==> src/hdl/sdrrip_pkg.sv <==
// Package for the SHiP/DRRIP replacement core: sizes, payload structs, row layout,
// controller command and status structs, and the leader-set decode function.
// Depends on nothing; every other file of the core imports it.
package sdrrip_pkg;

    // Geometry of the cache and of the predictor tables.
    // SETS, WAYS and SETS / LEADER_SETS are powers of two.
    localparam int SETS           = 2048;
    localparam int WAYS           = 16;
    localparam int LEADER_SETS    = 64;
    localparam int SIG_BITS       = 6;
    localparam int SEL_BITS       = 10;

    localparam int SET_BITS       = $clog2(SETS);
    localparam int WAY_BITS       = $clog2(WAYS);
    localparam int SIG_COUNT      = 1 << SIG_BITS;
    localparam int STRIDE         = SETS / LEADER_SETS;
    localparam int HALF_STRIDE    = STRIDE / 2;

    // The clearing sweep covers both the set rows and the reuse counters.
    localparam int CLEAR_LEN      = (SETS > SIG_COUNT) ? SETS : SIG_COUNT;
    localparam int CLR_BITS       = $clog2(CLEAR_LEN);

    localparam logic [1:0] RV_MAX  = 2'd3;
    localparam logic [1:0] CTR_MAX = 2'd3;
    localparam logic [1:0] CTR_RST = 2'd1;
    localparam logic [SEL_BITS-1:0] SEL_MAX  = {SEL_BITS{1'b1}};
    localparam logic [SEL_BITS-1:0] SEL_MID  = SEL_MAX >> 1;
    localparam logic [15:0] LFSR_SEED = 16'hACE1;
    localparam logic [15:0] LFSR_TAPS = 16'hB400;

    // Operation codes.
    localparam logic OP_FIND   = 1'b0;
    localparam logic OP_UPDATE = 1'b1;

    typedef enum logic [1:0] {
        LEAD_NONE,
        LEAD_SRRIP,
        LEAD_BRRIP
    } leader_t;

    typedef enum logic [1:0] {
        ST_CLEAR,
        ST_IDLE,
        ST_EXEC,
        ST_MISS
    } state_t;

    typedef struct packed {
        logic                op;
        logic [SET_BITS-1:0] set_index;
        logic [WAY_BITS-1:0] way_index;
        logic                hit;
        logic [SIG_BITS-1:0] signature;
    } req_t;

    typedef struct packed {
        logic [WAY_BITS-1:0] victim_way;
        logic [1:0]          inserted_value;
        logic [SEL_BITS-1:0] selector_value;
    } rsp_t;

    // One set of the cache: a signature and a re-reference value per way.
    typedef struct packed {
        logic [WAYS-1:0][SIG_BITS-1:0] sigs;
        logic [WAYS-1:0][1:0]          rrpv;
    } row_t;

    typedef struct packed {
        logic clear_step;
        logic load;
        logic exec;
        logic finish_miss;
    } dp_cmd_t;

    typedef struct packed {
        logic clear_last;
        logic need_miss;
    } dp_sts_t;

    // Leader decode: the set at half stride leads for bimodal insertion,
    // the set at the start of a stride leads for static insertion.
    function automatic leader_t leader_kind(input logic [SET_BITS-1:0] s);
        logic [SET_BITS-1:0] q;
        logic [SET_BITS-1:0] r;
        leader_t             k;
        q = SET_BITS'(s / STRIDE);
        r = SET_BITS'(s % STRIDE);
        k = LEAD_NONE;
        if (32'(q) < 32'(LEADER_SETS))
        begin
            if (32'(r) == 32'(HALF_STRIDE))
            begin
                k = LEAD_BRRIP;
            end
            else if (r == '0)
            begin
                k = LEAD_SRRIP;
            end
        end
        return k;
    endfunction

endpackage

==> src/hdl/sdrrip_ctrl.sv <==
// Controller of the replacement core: clearing sweep, accept, execute and the
// extra miss step. Depends on sdrrip_pkg.
module sdrrip_ctrl (
    input  logic               clk,
    input  logic               rst_n,
    input  logic               start,
    output logic               busy,
    input  sdrrip_pkg::dp_sts_t sts,
    output sdrrip_pkg::dp_cmd_t cmd
);
    import sdrrip_pkg::*;

    state_t state_reg;
    state_t state_next;

    // State register.
    always_ff @(posedge clk or negedge rst_n)
    begin
        if (!rst_n)
        begin
            state_reg <= ST_CLEAR;
        end
        else
        begin
            state_reg <= state_next;
        end
    end

    // Next state and datapath commands.
    always_comb
    begin
        state_next = state_reg;
        cmd        = '0;
        unique case (state_reg)
            ST_CLEAR:
            begin
                cmd.clear_step = 1'b1;
                if (sts.clear_last)
                begin
                    state_next = ST_IDLE;
                end
            end
            ST_IDLE:
            begin
                if (start)
                begin
                    cmd.load   = 1'b1;
                    state_next = ST_EXEC;
                end
            end
            ST_EXEC:
            begin
                cmd.exec   = 1'b1;
                state_next = sts.need_miss ? ST_MISS : ST_IDLE;
            end
            ST_MISS:
            begin
                cmd.finish_miss = 1'b1;
                state_next      = ST_IDLE;
            end
            default:
            begin
                state_next = ST_IDLE;
            end
        endcase
    end

    assign busy = (state_reg != ST_IDLE);

endmodule

==> config.mk <==
export PLATFORM = sky130hd
export DESIGN_NAME = sdrrip_ctrl
export DESIGN_NICKNAME = d
export VERILOG_FILES = /design/src/hdl/sdrrip_pkg.sv /design/src/hdl/sdrrip_ctrl.sv
export SDC_FILE = /design/constraint.sdc
export NUM_CORES = 1
export LEC_CHECK = 0
export ABC_AREA = 1
export BUFFER_PORTS_ARGS = -buffer_cell sky130_fd_sc_hd__clkbuf_2
export CELL_PAD_IN_SITES_DETAIL_PLACEMENT = 2
export CELL_PAD_IN_SITES_GLOBAL_PLACEMENT = 2
export CORE_AREA = 2 2 39 41
export CTS_CLUSTER_DIAMETER = 50
export CTS_CLUSTER_SIZE = 8
export DETAILED_ROUTE_END_ITERATION = 10
export DIE_AREA = 0 0 41 43
export GPL_TIMING_DRIVEN = 0
export PLACE_DENSITY = 0.64
export SLEW_MARGIN = 0
export SYNTH_ARGS = -nofsm -noshare
export SYNTH_HDL_FRONTEND = slang
export SYNTH_SLANG_ARGS = --single-unit
==> constraint.sdc <==
create_clock -name clk -period 1.1 [get_ports clk]
set_input_delay 0.22 -clock clk [delete_from_list [all_inputs] [get_ports clk]]
set_output_delay 0.22 -clock clk [all_outputs]
set_load 0.02 [all_outputs]
==> impl_results.md, run 1 <==
* H-tree levels at 1
* Yosys reg bits at 2
* Sw Ratio at 41.72%
* Initial antenna violation count at 0
* CTS tree: built
* CTS root buf: clkbuf_4
* Part of the cycle the worst path needs at 117.3%
* Initial Utilization at 12.21%
* Yosys top cell by area: dfrtp_1
* Yosys warnings at 0
* CP Max Fanout at 3
* Static leakage power at 0.1918 nW
* Post-synthesis instance area at 168.9 µm²
* Area grow syn2layout at 113.3%
* Syn avg cell area at 7.344 µm²
* Post-Syn Instances at 23
* Top-area cell type share of the netlist area at 29.63%
* Top cells by area, synth: dfrtp_1, ha_1, nand2_1
* DRT Pass-1 Iters at 2
* Failing checks: negative setup slack
* Slew Limit Fails at 0
* Min-delay worst type: input pin to async pin
* Filler cells at 172
* Clock share of power at 16.0%
* Post-layout net count at 50
* Reg2Reg Launch Point: state_reg[0]$_DFFE_PN0P_
* Net load switching power at 0.4241 mW
* Fin worst setup slack at -0.1900 ns
* Ant. Diodes at 0
* Design area at 360.3 µm²
* Reg power frac at 15.5%
* Core area at 1384 µm²
* Vias in the first global route at 218
* Drt total wl at 485 µm
* Unique masters post-synth at 7
* Via Count at 204
* Sum of negative setup slack at -0.9134 ns
* Gpl congestion at 0.6204
* DIE HEIGHT at 43 µm
* Max reg flops at 2
* Max Freq at 0.7752 GHz
* Worst rel slew slack at 89.57%
* Post-DP Area at 236.5 µm²
* Die width at 41 µm
* WL/cell at 8.818 µm
* Drt drc at 0
* Pwr Total at 1.017 mW
* Layout cell share with drive strength beyond 1 at 64.10%
* Max-capacitance violation count at 0
* Logic gate share of total power at 68.5%
* Period minus WS final at 1.290 ns
* Pwr dens at 2821 nW/µm²
* Final setup violation count at 5
* Register area share after synthesis at 29.63%
* CTS Sinks at 2
* Clk Latency, worst-skew pair at 0.23 ns
* Port Buffers at 9
* Crit. Startpoint: state_reg[1]$_DFFE_PN0P_
* Synth Net Count at 32
* Reg clk slew, reported paths at 0.03 ns
* CTS buffer count at 3
* VDD IR max at 0.0005214 V
* Count of final hold-check violations at 0
* Avg Vias per Cell at 3.709
* Setup CP Type: flip-flop to output pin
* P_int at 0.5924 mW
* Startpoint class of the critical path: flip-flop
* Worst slew pin tran at 0.1549 ns
* Cell Rows at 14
* IO Count at 10
* Initial DRC count at 1
* Antenna Nets Post-Route at 0
* Post-DP HPWL at 340.8 µm
* Worst Setup End Kind: output pin
* Setup repair after global routing missed its margin: true
* Final Skew at 0.002837 ns
* Die area at 1763 µm²
* Crit path DAT at 1.07 ns
* Status: finished with violations
* Pin count of the biggest net entering global routing at 5
* CTS Buffer Depth at 2
* Total gr overflow at 0
* CP required at 0.88 ns
* Global-route wire length before repair at 786 µm
* Total track usage at 7.731%
-- worst max-delay path, stage by stage (launching register included) --
cell and delay, ns:
dfrtp_1 0.39, buf_4 0.15, ha_1 0.18, buf_6 0.13
-- synthesized netlist by cell type --
| cell type | count |
|---|---|
| dfrtp_1 | 2 |
| ha_1 | 4 |
| inv_1 | 6 |
| nand2_1 | 8 |
| nand2_2 | 1 |
| o21ai_0 | 1 |
| o21ai_1 | 1 |
-- final timing paths --
path	depth (start not counted)	slack, ns	end
min	2	0.32	state_reg[1]$_DFFE_PN0P_
max	3	-0.19	cmd[0]
max in group asynchronous	2	0.67	state_reg[0]$_DFFE_PN0P_
min reg2reg	3	0.64	state_reg[1]$_DFFE_PN0P_
min in group clk	5	0.32	state_reg[1]$_DFFE_PN0P_
max reg2reg	6	0.04	state_reg[0]$_DFFE_PN0P_
-- cells in the final DEF, fill, tap and decap left out --
cell,instances
dfrtp_1,1
clkbuf_2,4
buf_8,1
ha_1,2
clkbuf_8,3
ha_4,1
dlygate4sd3_1,1
o21ai_1,1
buf_6,1
nand2_2,3
nand2_4,1
nand2_1,5
clkbuf_4,3
inv_1,3
o21ai_0,1
ha_2,1
inv_2,3
buf_4,3
dfrtp_2,1
-- power by group through the flow --
stage               Clock [mW]  Combinational [mW]  Sequential (mW)
finish                   0.163               0.696            0.158
global route             0.176               0.766            0.163
detailed placement           0               0.423            0.146
global placement             0               0.418            0.143
CTS                      0.174               0.618            0.158
floorplan                    0               0.310            0.135
-- timing repair --
action | CTS | global route
endpoints found under the hold margin | 2 | 0
pin swaps | 0 | 1
gates resized for setup | 13 | 9
hold buffers | 1 | 0
buffers inserted | 2 | 1
endpoints found under the setup margin | 7 | 7
-- cells by family after synthesis --
kind of cell | after synthesis | share of synthesized area (%)
AND/OR/NAND/NOR | 9 | 21.48
buffers and inverters | 6 | 13.33
adder cells (fa/ha/maj) | 4 | 29.63
AO/OA/AOI/OAI | 2 | 5.920
flip-flops | 2 | 29.63
-- layer usage --
layer / up-vias / GRT usage [%] / wire length, µm
li1: 98 / - / -
met5: - / 0 / 0
met3: 2 / 3.141 / 12
met4: 0 / 12.00 / 17
met1: 99 / 5.788 / 189
met2: 5 / 10.94 / 266
-- stage by stage --
stage	hold WS, ns	worst slack, ns	utilization (%)	cells
2_1_floorplan	-0.07559	0.01620	-	23
3_3_place_gp	0.005286	-0.1182	17.09	48
3_5_place_dp	0.009067	-0.1362	17.09	48
4_1_cts	0.3050	-0.2297	24.05	54
5_1_grt	0.3307	-0.2405	26.04	55
6_report	0.3152	-0.1900	26.04	55
-- final cells by class --
| type | count | area, µm² | share of cell area [%] |
|---|---|---|---|
| clock buffers | 3 | 22.52 | 6.250 |
| inverters | 6 | 22.52 | 6.250 |
| multi-input cells | 15 | 123.9 | 34.38 |
| flip-flops and latches | 2 | 51.30 | 14.24 |
| well taps | 16 | 20.02 | 5.556 |
| repair buffers | 13 | 120.1 | 33.33 |
No activity file was read; power rests on OpenSTA's default activity.
==> run 2: changes to the inputs <==
- GPL_TIMING_DRIVEN: 0 -> unset
- REMOVE_ABC_BUFFERS: unset -> 1
==> run 2 against run 1 <==
  * The flow still finishes with violations (negative setup slack)
  * Combinational power decreased by 4.3%
  * Sequential share of layout area increased by 0.57 points
  * Sequential power decreased by 3%
  * First-iteration DRC count is 100% higher
  * Routed wire length is 3.7% lower
  * Flip-flop and latch count is the same
  * Clock power is 2% lower
  * Setup slack improved by 0.010 ns
  * Largest cell class unchanged
  * Highest routed layer is now met3
==> impl_results.md, run 2 (synthesis gave the netlist of run 1 again) <==
* Status: finished with violations (unchanged)
* Failing checks: negative setup slack (unchanged)
* Layout cell share with drive strength beyond 1 at 63.16% (was 64.10%)
* H-tree levels at 1 (unchanged)
* Part of the cycle the worst path needs at 116.4% (was 117.3%)
* VDD IR max at 0.0004046 V (was 0.0005214 V)
* Total track usage at 7.831% (was 7.731%)
* Period minus WS final at 1.280 ns (was 1.290 ns)
* CP required at 0.88 ns (about the same)
* Setup CP Type: flip-flop to output pin (unchanged)
* Antenna Nets Post-Route at 0 (unchanged)
* Clk Latency, worst-skew pair at 0.22 ns (was 0.23 ns)
* Initial Utilization at 12.21% (unchanged)
* Pwr dens at 2823 nW/µm² (was 2821 nW/µm²)
* Post-DP HPWL at 359.7 µm (was 340.8 µm)
* Port Buffers at 9 (unchanged)
* Ant. Diodes at 0 (unchanged)
* Crit. Startpoint: state_reg[0]$_DFFE_PN0P_ (was state_reg[1]$_DFFE_PN0P_)
* CP top delay family: flip-flops (unchanged)
* Count of final hold-check violations at 0 (unchanged)
* WL/cell at 8.648 µm (was 8.818 µm)
* Fin worst setup slack at -0.1801 ns (was -0.1900 ns)
* Filler cells at 171 (was 172)
* Drt total wl at 467 µm (was 485 µm)
* Crit path DAT at 1.06 ns (was 1.07 ns)
* Initial antenna violation count at 0 (unchanged)
* Worst Setup End Kind: output pin (unchanged)
* Slowest cell on crit path: dfrtp_2 (was dfrtp_1)
* Register Area at 51.30 µm² (unchanged)
* CTS Sinks at 2 (unchanged)
* Reg2Reg Launch Point: state_reg[0]$_DFFE_PN0P_ (unchanged)
* Die width at 41 µm (unchanged)
* Area grow syn2layout at 105.2% (was 113.3%)
* Most common cell after layout, fill and taps aside: nand2_1 (unchanged)
* Most frequent cells in the layout: nand2_1, inv_2, clkbuf_2 (was nand2_1, clkbuf_2)
* Via Count at 189 (was 204)
* Final Skew at 0.00007197 ns (was 0.002837 ns)
* Min-delay worst type: input pin to async pin (unchanged)
* Pin count of the biggest net entering global routing at 5 (unchanged)
* Crit-path cells: ha_4 > nand2_2 > inv_2 > buf_8 (was buf_4 > ha_1 > buf_6)
* Reg2Reg Depth at 6 (unchanged)
* Vias in the first global route at 221 (was 218)
* CP bufs+invs at 2 (unchanged)
* DIE HEIGHT at 43 µm (unchanged)
* Post-layout net count at 49 (was 50)
* Reg2Reg Setup Slack at 0.04 ns (about the same)
* Total gr overflow at 0 (unchanged)
* Static leakage power at 0.1821 nW (was 0.1918 nW)
* Initial DRC count at 2 (was 1)
* CTS root buf: clkbuf_4 (unchanged)
* CTS buffer count at 3 (unchanged)
* Setup repair after global routing missed its margin: true (unchanged)
* Avg Vias per Cell at 3.500 (was 3.709)
* Drt drc at 0 (unchanged)
* Startpoint class of the critical path: flip-flop (unchanged)
* Worst path depth at 4 (was 3)
* Slew Limit Fails at 0 (unchanged)
* DRT Pass-1 Iters at 3 (was 2)
* Final setup violation count at 5 (unchanged)
* Max Freq at 0.7812 GHz (was 0.7752 GHz)
* Worst rel slew slack at 90.00% (was 89.57%)
* CTS Buffer Depth at 2 (unchanged)
* Worst slew pin tran at 0.1484 ns (was 0.1549 ns)
* Reg clk slew, reported paths at 0.03 ns (about the same)
* Max-capacitance violation count at 0 (unchanged)
* Critical path endpoint: cmd[2] (was cmd[0])
* IO Count at 10 (unchanged)
* CP peak stage delay at 0.43 ns (was 0.39 ns)
* Die area at 1763 µm² (unchanged)
* Final Util at 25.05% (was 26.04%)
* CP Max Fanout at 4 (was 3)
* Cell Rows at 14 (unchanged)
* Core area at 1384 µm² (unchanged)
* Pwr Total at 0.9784 mW (was 1.017 mW)
* Reg2reg end: state_reg[1]$_DFFE_PN0P_ (was state_reg[0]$_DFFE_PN0P_)
* Gpl congestion at 0.5901 (was 0.6204)
* Global-route wire length before repair at 848 µm (was 786 µm)
* Max reg flops at 2 (unchanged)
* CTS tree: built (unchanged)
* Multi-input gate area at 116.4 µm² (was 123.9 µm²)
## run 2: cell count changes in the layout (fill, tap and decap cells not counted)
cell / previous run / this run
ha_2: 1 / 2
nand2_2: 3 / 2
nand2_4: 1 / 0
buf_8: 1 / 2
ha_1: 2 / 1
nand2_1: 5 / 7
clkbuf_8: 3 / 2
buf_4: 3 / 2
inv_1: 3 / 2
inv_2: 3 / 4
## run 2: repair_timing
item	4_1_cts	5_1_grt
setup endpoints to repair	7	7
buffers inserted	1	0
hold buffers	1	0
endpoints found under the hold margin	2	0
pin swaps	1	2
resized for setup	15	8
## run 2: worst reg2reg max path: stages (launching register included)
cell	delay (ns)
dfrtp_2	0.43
inv_2	0.07
ha_2	0.19
nand2_1	0.07
nand2_2	0.08
nand2_1	0.06
o21ai_1	0.07
## run 2: area by class of cell
cell class	count	share of cell area [%]
Tap cell	16	5.776
Inverter	6	6.498
Timing Repair Buffer	12	32.85
Clock buffer	3	6.498
Sequential cell	2	14.80
Multi-Input combinational cell	15	33.57
## run 2: per-layer routing
layer	GRT usage, %	part of all wire [%]	vias to the layer above
li1	-	-	97
met1	7.395	34	89
met2	11.56	63	3
met3	3.141	2.4	0
met4	8.000	0	0
met5	0	0	-
## run 2: worst min-delay path by stage
stage,from,to,cells past startpoint
after floorplan,rst_n,state_reg[0]$_DFFE_PN0P_,0
after global placement,rst_n,state_reg[0]$_DFFE_PN0P_,1
after detailed placement,rst_n,state_reg[0]$_DFFE_PN0P_,1
after CTS,rst_n,state_reg[1]$_DFFE_PN0P_,2
after global routing,rst_n,state_reg[1]$_DFFE_PN0P_,2
final,rst_n,state_reg[1]$_DFFE_PN0P_,2
## run 2: stage by stage
stage | hold WS [ns] | TNS [ns] | setup WS [ns] | std cells | area, µm²
finish | 0.3215 | -0.8446 | -0.1801 | 54 | 346.6
global route | 0.3280 | -1.239 | -0.2337 | 54 | 346.6
global placement | 0.005585 | -0.09952 | -0.05774 | 49 | 241.5
CTS | 0.3130 | -0.9897 | -0.2089 | 54 | 335.3
floorplan | -0.07559 | -0.003854 | -0.003854 | 23 | 168.9
detailed placement | 0.01137 | -0.1084 | -0.05902 | 49 | 241.5
## run 2: power by group
group	switching, mW	total [mW]	internal, mW
Sequential	0.0417	0.153	0.112
Combinational	0.326	0.666	0.340
Clock	0.0390	0.159	0.120
Total	0.406	0.978	0.572
